## config.mk

```make
export PLATFORM = sky130hd
export DESIGN_NAME = dpnc_ctrl
export DESIGN_NICKNAME = d
export VERILOG_FILES = /design/src/hw/rtl/dpnc_pkg.sv /design/src/hw/rtl/dpnc_ctrl.sv
export SDC_FILE = /design/constraint.sdc
export NUM_CORES = 1
export LEC_CHECK = 0
export ABC_CLOCK_PERIOD_IN_PS = 4000
export BUFFER_PORTS_ARGS = -buffer_cell sky130_fd_sc_hd__buf_2
export CORE_MARGIN = 5
export CORE_UTILIZATION = 32
export CTS_CLUSTER_DIAMETER = 40
export CTS_CLUSTER_SIZE = 28
export DETAILED_ROUTE_END_ITERATION = 16
export PLACE_DENSITY = 0.59
export SLEW_MARGIN = 40
export SYNTH_ARGS = -nofsm -noshare
export SYNTH_HDL_FRONTEND = slang
export SYNTH_SLANG_ARGS = --single-unit
```

## constraint.sdc

```tcl
create_clock -name clk -period 4 [get_ports clk]
set_input_delay 1 -clock clk [delete_from_list [all_inputs] [get_ports clk]]
set_output_delay 1 -clock clk [all_outputs]
set_load 0.02 [all_outputs]
```

## src/hw/rtl/dpnc_pkg.sv

```systemverilog
// Package for the diode pair Newton clipper: widths, fixed-point constants,
// controller commands and status. No dependencies.
package dpnc_pkg;

	// Fixed widths of the transaction fields.
	localparam int WaveW = 24;
	localparam int ParW  = 22;
	localparam int VoltW = 23;

	// Internal value width; values saturate at +-2^62.
	localparam int ValW = 64;

	// Euler's number in Q32.
	localparam logic [63:0] EQ32 = 64'd11674931555;

	// Datapath operations, one per micro step.
	localparam logic [4:0] OP_LOAD    = 5'd0;   // floor and clamp inputs
	localparam logic [4:0] OP_INVR    = 5'd1;   // inv_r = 1 / R
	localparam logic [4:0] OP_GVT     = 5'd2;   // g_vt = g / vt
	localparam logic [4:0] OP_N       = 5'd3;   // n = clamp(v / vt)
	localparam logic [4:0] OP_SPLIT   = 5'd4;   // k and r of |n|
	localparam logic [4:0] OP_TAYLOR  = 5'd5;   // one Taylor product
	localparam logic [4:0] OP_TDIV    = 5'd6;   // term / i
	localparam logic [4:0] OP_EMUL    = 5'd7;   // ep = ep * e
	localparam logic [4:0] OP_ESUM    = 5'd8;   // ep = ep * sum
	localparam logic [4:0] OP_EM      = 5'd9;   // em = ones / ep
	localparam logic [4:0] OP_HYP     = 5'd10;  // sinh and cosh
	localparam logic [4:0] OP_GSH     = 5'd11;  // g * sinh
	localparam logic [4:0] OP_AVR     = 5'd12;  // (a - v) / R
	localparam logic [4:0] OP_DF      = 5'd13;  // g_vt * cosh + inv_r
	localparam logic [4:0] OP_FDF     = 5'd14;  // f / df and update v
	localparam logic [4:0] OP_STORE   = 5'd15;  // latch result
	localparam logic [4:0] OP_NONE    = 5'd16;

	// Command from controller to datapath.
	typedef struct packed {
		logic       start;  // launch an operation this cycle
		logic [4:0] op;
	} dpnc_cmd_t;

	// Status from datapath to controller.
	typedef struct packed {
		logic       done;    // the launched operation finished
		logic [3:0] k;       // integer part of |n|, capped at 12
	} dpnc_stat_t;

endpackage

```

## src/hw/rtl/dpnc_ctrl.sv

```systemverilog
// Controller: sequences the datapath operations of one transaction.
// Depends on dpnc_pkg.
module dpnc_ctrl
	import dpnc_pkg::*;
#(
	parameter int NEWTON_STEPS = 4
) (
	input  logic       clk,
	input  logic       arst_n,
	input  logic       in_valid,
	output logic       in_ready,
	output logic       out_valid,
	input  logic       out_ready,
	input  dpnc_stat_t stat,
	output dpnc_cmd_t  cmd,
	output logic [3:0] tidx
);
	localparam logic [1:0] S_IDLE = 2'd0;
	localparam logic [1:0] S_LAUNCH = 2'd1;
	localparam logic [1:0] S_WAIT = 2'd2;

	logic [1:0] state_q;
	logic [4:0] op_q;
	logic [3:0] i_q;
	logic [3:0] e_q;
	logic [4:0] step_q;
	logic       outv_q;
	logic [4:0] nxt_op;

	// Next operation after op_q completes.
	always_comb begin
		nxt_op = OP_NONE;
		case (op_q)
			OP_LOAD:   nxt_op = OP_INVR;
			OP_INVR:   nxt_op = OP_GVT;
			OP_GVT:    nxt_op = OP_N;
			OP_N:      nxt_op = OP_SPLIT;
			OP_SPLIT:  nxt_op = OP_TAYLOR;
			OP_TAYLOR: nxt_op = OP_TDIV;
			OP_TDIV:   nxt_op = (i_q == 4'd14) ? ((stat.k != 0) ? OP_EMUL : OP_ESUM) : OP_TAYLOR;
			OP_EMUL:   nxt_op = (e_q + 4'd1 >= stat.k) ? OP_ESUM : OP_EMUL;
			OP_ESUM:   nxt_op = OP_EM;
			OP_EM:     nxt_op = OP_HYP;
			OP_HYP:    nxt_op = OP_GSH;
			OP_GSH:    nxt_op = OP_AVR;
			OP_AVR:    nxt_op = OP_DF;
			OP_DF:     nxt_op = OP_FDF;
			OP_FDF:    nxt_op = (step_q + 5'd1 == 5'(NEWTON_STEPS)) ? OP_STORE : OP_N;
			default:   nxt_op = OP_NONE;
		endcase
	end

	assign in_ready  = state_q == S_IDLE && !outv_q;
	assign out_valid = outv_q;
	assign cmd.start = state_q == S_LAUNCH || (state_q == S_IDLE && in_valid && !outv_q);
	assign cmd.op    = (state_q == S_IDLE) ? OP_LOAD : op_q;
	assign tidx      = i_q;

	always_ff @(posedge clk or negedge arst_n) begin
		if (!arst_n) begin
			state_q <= S_IDLE;
			op_q    <= OP_LOAD;
			i_q     <= '0;
			e_q     <= '0;
			step_q  <= '0;
			outv_q  <= 1'b0;
		end else begin
			if (outv_q && out_ready) outv_q <= 1'b0;
			case (state_q)
				S_IDLE: if (in_valid && !outv_q) begin
					op_q    <= OP_LOAD;
					step_q  <= '0;
					state_q <= S_WAIT;
				end
				S_LAUNCH: state_q <= S_WAIT;
				S_WAIT: if (stat.done) begin
					case (op_q)
						OP_SPLIT: begin i_q <= 4'd1; e_q <= '0; end
						OP_TDIV:  i_q <= i_q + 4'd1;
						OP_EMUL:  e_q <= e_q + 4'd1;
						OP_FDF:   step_q <= step_q + 5'd1;
						default: ;
					endcase
					if (op_q == OP_STORE) begin
						outv_q  <= 1'b1;
						state_q <= S_IDLE;
					end else begin
						op_q    <= nxt_op;
						state_q <= S_LAUNCH;
					end
				end
				default: state_q <= S_IDLE;
			endcase
		end
	end
endmodule

```

==> results.json <==
{
  "grt_pass1_wl_um": 5230,
  "detail_route.wl_per_cell_um": 12.8,
  "io_pins": 21,
  "final_cell_mix": "dfrtp_1, buf_2, o21ai_0, nor2_1, nand2_1",
  "placed_cells_incl_taps": 232,
  "worstPathRequired_ps": 3000,
  "synth_edf_count": 0,
  "nNetsFinal": 203,
  "fmax_mhz": 404,
  "wirelength_um": 3030,
  "p_total_uw": 754,
  "placed_cell_area_um2": 1580,
  "cp-end-kind": "primary output",
  "grt_max_degree": 22,
  "yosysUniqueCellTypes": 43,
  "synth_cells": 168,
  "cts-root-buf": "clkbuf_8",
  "rows": 24,
  "fin_skew_ps": 2.36,
  "period_needed_ps": 2470,
  "htreeDepth": 1,
  "ir_drop_mv": 0.176,
  "cts_buffers": 3,
  "async_reset_ff_share_pct": 100,
  "start_kind": "input port",
  "hold_class": "reg2reg",
  "yosysWarnings": 0,
  "dp_hpwl_um": 2330,
  "cellLeakagePower_nw": 0.765,
  "avgSynthCellArea_um2": 8.71,
  "cts-resized-gates": 0,
  "path_max_fanout": 2,
  "cts_tree": "done",
  "ys_seq_area_share_pct": 35.9,
  "final_common_cell": "dfrtp_1",
  "vias": 1219,
  "fin_util_pct": 37.1,
  "worstPathArrival_ps": 1470,
  "tightestPinTransition_ps": 527,
  "via_per_inst": 5.17,
  "cts_hold_buf": 0,
  "maxCapViolCount": 0,
  "drv_slew": 0,
  "die_h_um": 77.6,
  "drive_above_1_share_pct": 17.4,
  "synth_fp_nets": 186,
  "worstSetupPathType": "in2out",
  "io_buffers": 20,
  "die_area_um2": 6030,
  "clock_sinks": 21,
  "crit_top_cell": "buf_2",
  "routabilityCongestion": 0.734,
  "drc": 0,
  "ant_nets": 0,
  "drtPass1Iterations": 4,
  "setup_viol": 0,
  "fin_ws_ps": 1530,
  "pwr_density_cell_nw_per_um2": 463,
  "instances_no_fill": 236,
  "relSlewSlack_pct": 63.9,
  "hold_viol": 0,
  "path_cells": "buf_2, a21oi_1, nor2_1, buf_2",
  "antenna_found_initial": 0,
  "clock_latency_ps": 260,
  "final_area_um2": 1630,
  "core_area_um2": 4380,
  "n_antenna_cell": 0,
  "clock_path_buffers": 2,
  "tns_ps": 0,
  "ys_seq_elements": 21,
  "holdWs_ps": 548,
  "grt_pass1_vias": 1132,
  "fin_crit_sh_pct": 61.9,
  "synthFlopType": "dfrtp_1",
  "rsz0062_at_grt": "false",
  "syn_to_final_growth_pct": 11.1,
  "status": "finished clean",
  "drt-initial-drc-count": 67,
  "overflow": 0,
  "slowest_delay_ps": 190,
  "critPathSlowestCell": "buf_2",
  "syn_area_um2": 1460,
  "postCtsSetupBuffers": 0,
  "dieWidth_um": 77.6,
  "grt_usage_pct": 10.3,
  "clkTransAtPathRegs_ps": 80,
  "pre_cts_ws_ps": 1370,
  "start_util_pct": 33.4
}
-- flip-flops by register name, summed over array words and instances (netlist names) --
signal,cells
e_q,4
op_q,5
tidx,4
state_q,2
out_valid,1
step_q,5
-- metal layers --
metal  share of wire, %  track usage (%)
met2                 47             16.6
met5                  0                0
met4               0.96             3.09
met3                2.4             1.04
met1                 50             14.4
-- cells in the mapped netlist, types with 2 or more instances --
cell type,count,area share [%]
mux2_2,3,2.3
nand2_1,12,3.1
ha_1,9,7.7
nand2b_1,6,2.6
xor2_1,3,1.8
nor2_1,13,3.3
o22ai_1,2,0.85
dfrtp_1,21,36
o21ai_0,19,6.5
nor2b_1,6,2.6
nand3_1,10,3.4
nor3b_1,2,1.0
a21oi_1,5,1.7
a22o_1,5,3.0
a21o_1,2,1.0
inv_1,10,2.6
nor3_1,7,2.4
buf_6,2,1.5
a21boi_0,2,1.0
clkbuf_1,4,1.0
o21a_1,3,1.5
-- worst paths after layout --
| check | start | end | slack [ps] | cells past startpoint |
|---|---|---|---|---|
| setup / recovery | in_valid | cmd[5] | 1530 | 4 |
| hold / removal | step_q[4] | step_q[4] | 550 | 2 |
| setup reg to reg | e_q[0] | op_q[3] | 1860 | 7 |
| hold reg to reg | step_q[4] | step_q[4] | 550 | 2 |
| max in group asynchronous | arst_n | step_q[4] | 2970 | 1 |
| min in group asynchronous | arst_n | out_valid | 700 | 1 |
-- layout make-up --
cell class / instances / area, µm²
clock buffers: 4 / 45.0
flip-flops and latches: 21 / 526
fillers: 476 / 2760
well taps: 52 / 65.1
multi-input cells: 129 / 853
repair buffers: 20 / 100
inverters: 10 / 37.5
-- critical path: cells and delay by family --
family / cells / cell delay, ps
buf+inv: 2 / 270
simple gates: 1 / 150
compound gates: 1 / 50
-- cells by family (layout without fill, tap and decap cells) --
group / after synthesis / after routing / share of synthesized area [%]
xor+xnor: 4 / 4 / 2.39
mux: 3 / 3 / 2.31
fa+ha+maj: 9 / 9 / 7.69
simple gates: 67 / 67 / 25.6
compound gates: 46 / 46 / 20.3
buf+inv: 18 / 34 / 5.81
flops: 21 / 21 / 35.9
-- power by group --
group,switching (mW),leakage (nW),internal (mW),total [mW]
Sequential,0.0845,0.283,0.245,0.329
Combinational,0.163,0.459,0.122,0.284
Clock,0.0690,0.0228,0.0709,0.140
Total,0.316,0.765,0.437,0.754
Power figures use the tool's default switching activity.
